--- config.mk ---
export PLATFORM = sky130hd
export DESIGN_NAME = calibrated_adc_to_resistance_core
export DESIGN_NICKNAME = d
export VERILOG_FILES = /design/src/hw/rtl/cadr_pkg.sv /design/src/hw/rtl/cadr_table.sv /design/src/hw/rtl/cadr_div.sv /design/src/hw/rtl/calibrated_adc_to_resistance_core.sv
export SDC_FILE = /design/constraint.sdc
export NUM_CORES = 2
export LEC_CHECK = 0
export ABC_AREA = 1
export ABC_CLOCK_PERIOD_IN_PS = 9360
export BUFFER_PORTS_ARGS = -buffer_cell sky130_fd_sc_hd__buf_2
export CORE_MARGIN = 2
export CORE_UTILIZATION = 40
export DETAILED_ROUTE_END_ITERATION = 10
export GPL_TIMING_DRIVEN = 1
export PLACE_DENSITY = 0.54
export SLEW_MARGIN = 20
export SYNTH_ARGS = -nofsm -noshare
export SYNTH_HDL_FRONTEND = slang
export SYNTH_SLANG_ARGS = --single-unit
--- constraint.sdc ---
create_clock -name aclk -period 9.36 [get_ports aclk]
set_clock_uncertainty 0.05 [all_clocks]
set_input_delay 1.872 -clock aclk [delete_from_list [all_inputs] [get_ports aclk]]
set_output_delay 1.872 -clock aclk [all_outputs]
set_load 0.05 [all_outputs]
--- src/hw/rtl/cadr_pkg.sv ---
// shared types, widths and constants of the calibrated adc to resistance core
package cadr_pkg;

    // default number of sensor channels
    localparam int CHANNELS_DEFAULT = 24;

    // opcodes
    localparam logic OP_MEASURE   = 1'b0;
    localparam logic OP_CALIBRATE = 1'b1;

    // field and datapath widths
    localparam int CHAN_W = 5;
    localparam int CODE_W = 12;
    localparam int RES_W  = 16;
    localparam int OFF_W  = 17;   // signed offset, 1/16 count
    localparam int M16_W  = 18;   // signed corrected code, 1/16 count
    localparam int DENS_W = 30;   // signed denominator
    localparam int DEN_W  = 28;   // positive divisor
    localparam int NUM_W  = 44;   // positive dividend
    localparam int Q_W    = 33;   // quotient bits that can be nonzero
    localparam int T_W    = 19;   // biased quotient below the high clamp
    localparam int RCP_W  = 20;   // reciprocal of five
    localparam int RCP_SH = 22;
    localparam int PROD_W = T_W + RCP_W;

    // fixed point constants
    localparam logic [OFF_W-1:0]         REF16     = 17'd1401;
    localparam logic signed [DENS_W-1:0] DEN_BASE  = 30'sd235929600;
    localparam logic signed [DENS_W-1:0] DEN_SLOPE = 30'sd3300;
    localparam logic [DEN_W-1:0]         SCALE_NUM = 28'd165000000;
    localparam logic [Q_W-1:0]           Q_LOW     = 33'd501;
    localparam logic [Q_W-1:0]           Q_HIGH    = 33'd325506;
    localparam logic [RES_W-1:0]         RES_MAX   = 16'd65000;
    localparam logic [RCP_W-1:0]         RECIP5    = 20'd838861;

    // input transaction
    typedef struct packed {
        logic              opcode;
        logic [CHAN_W-1:0] channel;
        logic [CODE_W-1:0] sample;
    } cadr_in_t;

    // result transaction
    typedef struct packed {
        logic [RES_W-1:0] resistance;
        logic             clamped_high;
        logic             clamped_low;
        logic             used_calibration;
    } cadr_out_t;

    // offset table request
    typedef struct packed {
        logic              rd_en;
        logic              wr_en;
        logic [CHAN_W-1:0] channel;
        logic [OFF_W-1:0]  wr_data;
    } cadr_tbl_req_t;

    // offset table read response
    typedef struct packed {
        logic             use_cal;
        logic [OFF_W-1:0] offset;
    } cadr_tbl_rd_t;

endpackage

--- src/hw/rtl/cadr_table.sv ---
// per-channel offset memory with entry valid bits and calibrated flag
module cadr_table
    import cadr_pkg::*;
#(
    parameter int CHANNELS = CHANNELS_DEFAULT
) (
    input  logic          aclk,
    input  logic          aresetn,
    input  cadr_tbl_req_t req,
    output cadr_tbl_rd_t  rd
);

    localparam int IDX_W = (CHANNELS > 1) ? $clog2(CHANNELS) : 1;

    logic [OFF_W-1:0]    mem [CHANNELS];
    logic [CHANNELS-1:0] entry_valid_reg;
    logic                table_valid_reg;
    logic [OFF_W-1:0]    rd_data_reg;
    logic                rd_entry_reg;
    logic                rd_use_reg;
    logic                in_range;
    logic [IDX_W-1:0]    idx;

    assign in_range = 32'(req.channel) < CHANNELS;
    assign idx      = in_range ? IDX_W'(req.channel) : '0;

    // offset storage, no reset
    always_ff @(posedge aclk) begin
        if (req.wr_en && in_range) begin
            mem[idx] <= req.wr_data;
        end
        if (req.rd_en) begin
            rd_data_reg <= mem[idx];
        end
    end

    // valid bits and registered read flags
    always_ff @(posedge aclk) begin
        if (!aresetn) begin
            entry_valid_reg <= '0;
            table_valid_reg <= 1'b0;
            rd_entry_reg    <= 1'b0;
            rd_use_reg      <= 1'b0;
        end else begin
            if (req.wr_en && in_range) begin
                entry_valid_reg[idx] <= 1'b1;
                table_valid_reg      <= 1'b1;
            end
            if (req.rd_en) begin
                rd_entry_reg <= in_range && entry_valid_reg[idx];
                rd_use_reg   <= in_range && table_valid_reg;
            end
        end
    end

    // an entry never written reads as zero
    assign rd.use_cal = rd_use_reg;
    assign rd.offset  = rd_entry_reg ? rd_data_reg : '0;

endmodule

--- src/hw/rtl/cadr_div.sv ---
// restoring divider, one quotient bit per cycle
module cadr_div
    import cadr_pkg::*;
(
    input  logic             aclk,
    input  logic             aresetn,
    input  logic             start,
    input  logic [NUM_W-1:0] num,
    input  logic [DEN_W-1:0] den,
    output logic             done,
    output logic [Q_W-1:0]   quot
);

    localparam int CNT_W = $clog2(Q_W + 1);

    logic [CNT_W-1:0] cnt_reg;
    logic [DEN_W-1:0] rem_reg;
    logic [DEN_W-1:0] den_reg;
    logic [Q_W-1:0]   work_reg;
    logic [DEN_W:0]   trial;
    logic [DEN_W:0]   diff;
    logic             ge;
    logic [DEN_W-1:0] rem_step;
    logic             busy;

    // one trial subtract
    always_comb begin
        trial    = {rem_reg, work_reg[Q_W-1]};
        diff     = trial - {1'b0, den_reg};
        ge       = trial >= {1'b0, den_reg};
        rem_step = ge ? diff[DEN_W-1:0] : trial[DEN_W-1:0];
    end

    assign busy = cnt_reg != '0;
    assign done = cnt_reg == CNT_W'(1);
    assign quot = work_reg;

    // step counter
    always_ff @(posedge aclk) begin
        if (!aresetn) begin
            cnt_reg <= '0;
        end else if (start) begin
            cnt_reg <= CNT_W'(Q_W);
        end else if (busy) begin
            cnt_reg <= cnt_reg - CNT_W'(1);
        end
    end

    // upper dividend bits preload the remainder, the quotient is known to fit Q_W bits
    always_ff @(posedge aclk) begin
        if (start) begin
            rem_reg  <= DEN_W'(num[NUM_W-1:Q_W]);
            work_reg <= num[Q_W-1:0];
            den_reg  <= den;
        end else if (busy) begin
            rem_reg  <= rem_step;
            work_reg <= {work_reg[Q_W-2:0], ge};
        end
    end

endmodule

--- src/hw/rtl/calibrated_adc_to_resistance_core.sv ---
// top level: sequencer, offset table and shared divider of the adc to resistance core
//
//   channel   ports                       direction   payload
//   input     s_valid s_ready s_payload   in          cadr_in_t
//   result    m_valid m_ready m_payload   out         cadr_out_t
//
// a measure transaction runs from acceptance through m16, den, num, the 33 steps of
// the one-bit-per-cycle divider, res, scale and done; num goes to done when the code
// is not positive, res when the quotient clamps; a calibrate goes straight to done.
// one transaction at a time: s_ready is high only while the sequencer is idle.
// reset clears the sequencer, the calibrated flag and every entry valid bit at once.
// a result held by m_ready low stalls the sequencer until the output register frees.
module calibrated_adc_to_resistance_core
    import cadr_pkg::*;
#(
    parameter int CHANNELS = CHANNELS_DEFAULT
) (
    input  logic      aclk,
    input  logic      aresetn,
    input  logic      s_valid,
    output logic      s_ready,
    input  cadr_in_t  s_payload,
    output logic      m_valid,
    input  logic      m_ready,
    output cadr_out_t m_payload
);

    localparam logic [2:0] S_IDLE  = 3'd0;
    localparam logic [2:0] S_M16   = 3'd1;
    localparam logic [2:0] S_DEN   = 3'd2;
    localparam logic [2:0] S_NUM   = 3'd3;
    localparam logic [2:0] S_DIV   = 3'd4;
    localparam logic [2:0] S_RES   = 3'd5;
    localparam logic [2:0] S_SCALE = 3'd6;
    localparam logic [2:0] S_DONE  = 3'd7;

    logic [2:0] state_reg;
    logic [2:0] state_next;

    cadr_in_t                  in_reg;
    logic signed [M16_W-1:0]   m16_reg;
    logic signed [DENS_W-1:0]  den_reg;
    logic [PROD_W-1:0]         prod_reg;
    logic [RES_W-1:0]          res_reg;
    logic                      hi_reg;
    logic                      lo_reg;
    logic                      used_reg;
    logic                      m_valid_reg;
    cadr_out_t                 m_payload_reg;

    cadr_tbl_req_t             tbl_req;
    cadr_tbl_rd_t              tbl_rd;
    logic                      accept;
    logic                      out_free;
    logic signed [M16_W-1:0]   code16;
    logic signed [M16_W-1:0]   off_ext;
    logic signed [M16_W-1:0]   m16_next;
    logic signed [DENS_W-1:0]  den_next;
    logic [NUM_W-1:0]          num_next;
    logic [T_W-1:0]            t_val;
    logic [PROD_W-1:0]         prod_next;
    logic                      div_start;
    logic                      div_done;
    logic [Q_W-1:0]            div_quot;

    assign s_ready  = state_reg == S_IDLE;
    assign accept   = s_valid && s_ready;
    assign out_free = !m_valid_reg || m_ready;

    // offset table access at acceptance
    assign tbl_req.rd_en   = accept && (s_payload.opcode == OP_MEASURE);
    assign tbl_req.wr_en   = accept && (s_payload.opcode == OP_CALIBRATE);
    assign tbl_req.channel = s_payload.channel;
    assign tbl_req.wr_data = REF16 - {1'b0, s_payload.sample, 4'b0000};

    cadr_table #(
        .CHANNELS(CHANNELS)
    ) u_table (
        .aclk    (aclk),
        .aresetn (aresetn),
        .req     (tbl_req),
        .rd      (tbl_rd)
    );

    // corrected code, denominator and dividend
    always_comb begin
        code16    = $signed({2'b00, in_reg.sample, 4'b0000});
        off_ext   = tbl_rd.use_cal ? M16_W'($signed(tbl_rd.offset)) : '0;
        m16_next  = code16 + off_ext;
        den_next  = DEN_BASE - DEN_SLOPE * DENS_W'(m16_reg);
        num_next  = NUM_W'(SCALE_NUM) * NUM_W'(m16_reg[OFF_W-1:0]);
        t_val     = T_W'(div_quot - Q_LOW);
        prod_next = PROD_W'(t_val) * PROD_W'(RECIP5);
    end

    assign div_start = (state_reg == S_NUM) && (m16_reg > 0) && (den_reg > 0);

    cadr_div u_div (
        .aclk    (aclk),
        .aresetn (aresetn),
        .start   (div_start),
        .num     (num_next),
        .den     (den_reg[DEN_W-1:0]),
        .done    (div_done),
        .quot    (div_quot)
    );

    // sequencer
    always_comb begin
        state_next = state_reg;
        case (state_reg)
            S_IDLE: begin
                if (accept) begin
                    state_next = (s_payload.opcode == OP_CALIBRATE) ? S_DONE : S_M16;
                end
            end
            S_M16:   state_next = S_DEN;
            S_DEN:   state_next = S_NUM;
            S_NUM:   state_next = div_start ? S_DIV : S_DONE;
            S_DIV: begin
                if (div_done) begin
                    state_next = S_RES;
                end
            end
            S_RES: begin
                if (div_quot < Q_LOW || div_quot >= Q_HIGH) begin
                    state_next = S_DONE;
                end else begin
                    state_next = S_SCALE;
                end
            end
            S_SCALE: state_next = S_DONE;
            S_DONE: begin
                if (out_free) begin
                    state_next = S_IDLE;
                end
            end
            default: state_next = S_IDLE;
        endcase
    end

    always_ff @(posedge aclk) begin
        if (!aresetn) begin
            state_reg <= S_IDLE;
        end else begin
            state_reg <= state_next;
        end
    end

    // working registers
    always_ff @(posedge aclk) begin
        case (state_reg)
            S_IDLE: begin
                if (accept) begin
                    in_reg   <= s_payload;
                    res_reg  <= '0;
                    hi_reg   <= 1'b0;
                    lo_reg   <= 1'b0;
                    used_reg <= 1'b0;
                end
            end
            S_M16: begin
                m16_reg  <= m16_next;
                used_reg <= tbl_rd.use_cal;
            end
            S_DEN: begin
                den_reg <= den_next;
            end
            S_NUM: begin
                // non-positive code or negative denominator gives a low clamp
                if (m16_reg <= 0 || den_reg < 0) begin
                    lo_reg <= 1'b1;
                end else if (den_reg == '0) begin
                    res_reg <= RES_MAX;
                    hi_reg  <= 1'b1;
                end
            end
            S_RES: begin
                if (div_quot < Q_LOW) begin
                    lo_reg <= 1'b1;
                end else if (div_quot >= Q_HIGH) begin
                    res_reg <= RES_MAX;
                    hi_reg  <= 1'b1;
                end else begin
                    prod_reg <= prod_next;
                end
            end
            S_SCALE: begin
                // floor of the biased quotient over five
                res_reg <= prod_reg[RCP_SH +: RES_W];
            end
            default: begin
            end
        endcase
    end

    // output register
    always_ff @(posedge aclk) begin
        if (!aresetn) begin
            m_valid_reg <= 1'b0;
        end else if (state_reg == S_DONE && out_free) begin
            m_valid_reg <= 1'b1;
        end else if (m_ready) begin
            m_valid_reg <= 1'b0;
        end
    end

    always_ff @(posedge aclk) begin
        if (state_reg == S_DONE && out_free) begin
            m_payload_reg.resistance       <= res_reg;
            m_payload_reg.clamped_high     <= hi_reg;
            m_payload_reg.clamped_low      <= lo_reg;
            m_payload_reg.used_calibration <= used_reg;
        end
    end

    assign m_valid   = m_valid_reg;
    assign m_payload = m_payload_reg;

    // checks
    a_clamp_excl: assert property (@(posedge aclk) disable iff (!aresetn)
        m_valid |-> !(m_payload.clamped_high && m_payload.clamped_low))
        else $error("both clamp flags set");

    a_clamp_hi_val: assert property (@(posedge aclk) disable iff (!aresetn)
        m_valid && m_payload.clamped_high |-> m_payload.resistance == RES_MAX)
        else $error("high clamp without full scale value");

    a_clamp_lo_val: assert property (@(posedge aclk) disable iff (!aresetn)
        m_valid && m_payload.clamped_low |-> m_payload.resistance == '0)
        else $error("low clamp without zero value");

    a_div_phase: assert property (@(posedge aclk) disable iff (!aresetn)
        div_done |-> state_reg == S_DIV)
        else $error("divider finished outside its phase");

    a_accept_busy: assert property (@(posedge aclk) disable iff (!aresetn)
        accept |=> !s_ready)
        else $error("ready right after an accepted transaction");

endmodule
Yosys cells after proc, flatten, opt, wreduce, memory -nomap -nowiden. Memory sizes are Yosys's and may differ from the RTL's. A register that Yosys moved wholly into a read port is not among the register bits. Index checks and enable logic that the tools add are counted. W data, S select, Z words.

Mux-type cells: 41. Bitwise operators: 5. $lt $le $gt $ge: 10. Reduce and logical (&&, ||, !) cells: 30. Multiply operators: 3. Divide/modulo/power cells: 0. Add/sub/neg operators: 6. Eq/ne operators: 17. Shift-type cells: 0.

Operators by type and width (number): $mux W16 (5); $mux W33 (2); $pmux W16 S4 (1); $mul A19 B20 Y38 const B (1); $mul A22 B17 Y38 const A (1); $ge A33 B19 Y1 const B (1); $lt A33 B9 Y1 const B (1); $gt A30 B1 Y1 const B (1); $logic_not A30 Y1 (1); $lt A30 B1 Y1 const B (1); $sub A29 B30 Y30 const A (1); $ge A29 B28 Y1 (1); $mul A11 B18 Y28 const A (1); $mux W28 (1); $sub A28 B28 Y28 (1); $or A24 B24 Y24 (1); $pmux W3 S8 (1); $mux W11 (2); $sub A19 B9 Y19 const B (1); $add A17 B18 Y18 (1); $gt A18 B1 Y1 const B (1); $le A18 B1 Y1 const B (1); $mux W18 (1); $mux W17 (1); other kinds (34) (82).

Flip-flop bits (word level): 262. Logic and storage cells: 138. Memories kept: 1. Bits of input ports: 22. Output and inout port bits: 21. RAM bits: 408. Bits in read-only memories: 0. Latch bits: 0.

Memory list: u_table.mem (depth 24, width 17, read ports 1, clocked after Yosys merged registers in 1, write ports 1, RTL line cadr_table.sv:15) `logic [OFF_W-1:0] mem [CHANNELS];`.

Logic depth before layout (Yosys ltp).
Depth after elaboration: 7. Mapped depth: 35. Depth with buffers taken out: 35.

By module. Synthesis repeated with hierarchy kept, for this count alone.

Cells, all modules: 4723. Area, all modules: 46064.2 sq um.

By module, submodules not included: calibrated_adc_to_resistance_core (times used 1, cells each 2539, area each 22282.6 sq um, sequential area each 3443.3 sq um); cadr_table (times used 1, cells each 1280, area each 17475.5 sq um, sequential area each 13302.8 sq um); cadr_div (times used 1, cells each 904, area each 6306.0 sq um, sequential area each 2622.5 sq um).

Least setup slack after synthesis. No wires, ideal clock.

Kind: register to register. From: register u_div.work_reg[0], in the netlist u_div.quot[0]. To: register prod_reg[37] (data pin). Path buffers: 0. Setup time: 0.252 ns. Cell stages (with the launch flop): 31. Setup slack: 2.870 ns. Required time: 9.058 ns. Arrival: 6.188 ns. Period minus slack after synthesis: 6.490 ns. Cells stage by stage: dfxtp_1 inv_2 ha_1 inv_1 nand2_1 nand2_1 nand3_1 nor2_2 nand3_2 o211ai_2 xor2_1 inv_1 ha_1 fa_1 fa_1 inv_1 fa_1 inv_1 fa_1 inv_1 fa_1 inv_1 ha_1 a21oi_1 o21ai_0 a21boi_0 nor2_1 a211oi_1 nand2_1 nand2_1 nand2_1.

Cells in the longest elaborated chain, start to end: 2.

Ends and longest elaborated chain: start: declaration (RTL line cadr_div.sv:19) `logic [Q_W-1:0] work_reg;`; start signal: assignment (RTL line cadr_div.sv:53) `work_reg <= num[Q_W-1:0];`; start signal: assignment (RTL line cadr_div.sv:57) `work_reg <= {work_reg[Q_W-2:0], ge};`; $sub A19 B9 Y19 (RTL line calibrated_adc_to_resistance_core.sv:92) `t_val = T_W'(div_quot - Q_LOW);`; $mul A19 B20 Y38 (RTL line calibrated_adc_to_resistance_core.sv:93) `prod_next = PROD_W'(t_val) * PROD_W'(RECIP5);`; net prod_next[37] (RTL line calibrated_adc_to_resistance_core.sv:61) `logic [PROD_W-1:0] prod_next;`; end signal: assignment (RTL line calibrated_adc_to_resistance_core.sv:185) `prod_reg <= prod_next;`; end: declaration (RTL line calibrated_adc_to_resistance_core.sv:43) `logic [PROD_W-1:0] prod_reg;`.

The timed path passes the listed nets, and every way through them passes these cells. A chain may end at the register's enable or synchronous reset.

Worst setup path after layout.
From: register u_div.work_reg[0], in the netlist u_div.quot[0]. To: register prod_reg[36] (data pin).

Same word-level chain as after synthesis.

==> summary.txt <==
Status
  – Outcome: complete, no violations

Cells and area
  – Share of post-route cells with drive strength above 1: 0.0681
  – Register area: approximately 16000 µm²
  – Fill cells: around 9.6k
  – ANT cells: 0
  – Max FFs per register: roughly 310
  – Area of the multi-input gates: roughly 21000 µm²
  – Synth-to-Final Area Change: 10.1%
  – Final net count: between 4k and 5k
  – Most common cell after layout, fill and taps aside: inv_1
  – Most frequent cells in the layout: 749 x inv_1, 721 x nand2_1, 492 x edfxtp_1

Yosys
  – Post-synthesis compound-gate area fraction: 0.0836
  – Simple logic cell fraction of the synthesized area: 0.153
  – Post-synth EDFFs: around 490
  – Mapped Nets: just under 5k
  – Synth Area in XOR/XNOR: 0.0238
  – Synth unique cells: 61
  – Main area contributors after synthesis: edfxtp_1 37%, fa_1 13%, ha_1 12%
  – Syn Area/Cell: 9.66 µm²
  – Async set-reset flop share out of synthesis: 0
  – Synth Instances: between 4k and 5k
  – Yosys warnings: 0
  – Largest family of logic cells by synthesized area: adder cells
  – Syn Std Cell Area: about 40000 µm²
  – Main synth FF type: edfxtp_1
  – Adder-Cell Fraction of Synth Area: 0.259
  – Post-synth top area share: 0.370
  – Sequential fraction of the synthesis area: 0.400
  – Register bit total from synthesis: between 500 and 600
  – Cell taking the most area after synthesis: edfxtp_1
  – Post-synthesis mux area share: 0.000282

Floorplan
  – Initial Util: 0.405
  – Core area: 98700 µm²
  – Die height: 320 µm
  – Num rows: about 120
  – Die width: 320 µm
  – DIE AREA: slightly above 100000 µm²
  – IO Count: 43

Global routing
  – Antenna violations before repair: 6
  – First-pass GRT wire length: 166 mm
  – Congestion Overflow GR: 0
  – Vias in the first global route: about 28k
  – Largest net degree at the start of global routing: 70
  – Global-route total usage across every layer: 0.209

STA
  – Period utilization: 0.780
  – Peak Freq: roughly 0.14 GHz
  – Slew Viols, Final: 0
  – Max_slew headroom: 0.353
  – Post-layout min period: between 7 and 8 ns
  – Final Hold Vio Count: 0
  – Setup TNS: 0 ns
  – RSZ-0062 raised after global routing: no
  – Endpoints failing setup: 0
  – Slew at the pin closest to its max-slew limit: roughly 0.96 ns

Setup path
  – Largest delay contributor family on the critical path: adder cells
  – Worst setup SP type: register
  – Critical path endpoint category: register
  – CP dominant cell by count: inv_1
  – CP Buf/Inv Count: 8
  – Critical path arrival: ~7.7 ns
  – Critical path type: register to register
  – Crit Path Max Fanout: 7
  – CP max-delay cell: fa_1
  – Critical path required time: approximately 10 ns
  – Worst stage delay on the critical path: around 0.56 ns

Drt
  – Wire length on met1: about 50 mm
  – Post-route ant nets: 0
  – Via density per instance: about 5
  – Top Layer Used: met5
  – Routed WL per cell: approximately 19 µm
  – Routed WL: 106 mm
  – DRT Pass-1 Iters: 5
  – DRT iter0 DRCs: about 2.0k
  – Met3 WL post-DR: 7.09 mm
  – Drt drc: 0
  – Routed vias: about 28k
  – Met2 routed wirelength: between 40 and 50 mm

Clock tree
  – Setup Fix Bufs, Post-CTS: 0
  – Hold_buf cts: 0
  – CTS root buf: clkbuf_16
  – CTS tree: done
  – Clock Pin Slew Worst Setup and Hold Paths: ~0.06 ns
  – Worst-Skew Late Latency: 0.69 ns
  – Post-CTS sizing: 0
  – Num CTS Buffers: between 60 and 70
  – H-tree depth: 2
  – CTS Sinks: about 550
  – Clk buf depth: 3

Placed design
  – DP HPWL: 81.1 mm
  – Port bufs: 42
  – GP Congestion: between 0.9 and 1

Hold path
  – Hold Path Class: register to register

Flow run
  – Max Cap Viol: 0
logic make-up after synthesis:
group / Yosys count
buffers and inverters: 842
flip-flops: 552
multiplexers: 1
adder cells (fa/ha/maj): 666
AND/OR/NAND/NOR: 1412
AO/OA/AOI/OAI: 557
XOR/XNOR: 106
metrics by stage:
stage,worst slack (ns),hold slack [ns],cells,cell area (µm²),utilization
after CTS,2.04,0.371,5560,44000,0.445
after global placement,2.13,0.350,5444,41900,0.424
after floorplan,2.87,0.350,4136,39900,-
after global routing,1.48,0.379,5560,44000,0.446
final,2.06,0.366,5560,44000,0.446
after detailed placement,2.09,0.357,5444,41900,0.424
synthesized netlist by cell type (37+ instances only):
| master | count |
|---|---|
| a21oi_1 | 198 |
| a22oi_1 | 93 |
| clkbuf_1 | 42 |
| dfxtp_1 | 60 |
| edfxtp_1 | 492 |
| fa_1 | 269 |
| ha_1 | 397 |
| inv_1 | 750 |
| nand2_1 | 721 |
| nand3_1 | 155 |
| nand4_1 | 77 |
| nor2_1 | 327 |
| nor3_1 | 37 |
| o21ai_0 | 145 |
| xnor2_1 | 40 |
| xor2_1 | 63 |
worst paths after layout:
check / start / to / slack [ns] / cells past startpoint
min reg2reg: res_reg[2] / m_payload[5] / 0.37 / 0
min: res_reg[2] / m_payload[5] / 0.37 / 0
max: u_div.quot[0] / prod_reg[36] / 2.06 / 32
max reg2reg: u_div.quot[0] / prod_reg[36] / 2.06 / 32
layout make-up:
| cell class | count | share of cell area |
|---|---|---|
| Inverter | 770 | 0.0657 |
| Sequential cell | 552 | 0.363 |
| Tap cell | 1287 | 0.0366 |
| Clock buffer | 73 | 0.0357 |
| Timing Repair Buffer | 93 | 0.0135 |
| Clock inverter | 43 | 0.0115 |
| Multi-Input combinational cell | 2742 | 0.474 |
layer usage:
| layer | GRT usage | vias to the layer above |
|---|---|---|
| met2 | 0.320 | 755 |
| met3 | 0.0381 | 139 |
| met4 | 0.0556 | 2 |
| met5 | 0 | - |
| li1 | - | 13900 |
| met1 | 0.305 | 13500 |
Power is left out: the tool's default activity adds up to more than one toggle a clock period on the data nets, which glitch-free logic cannot reach.
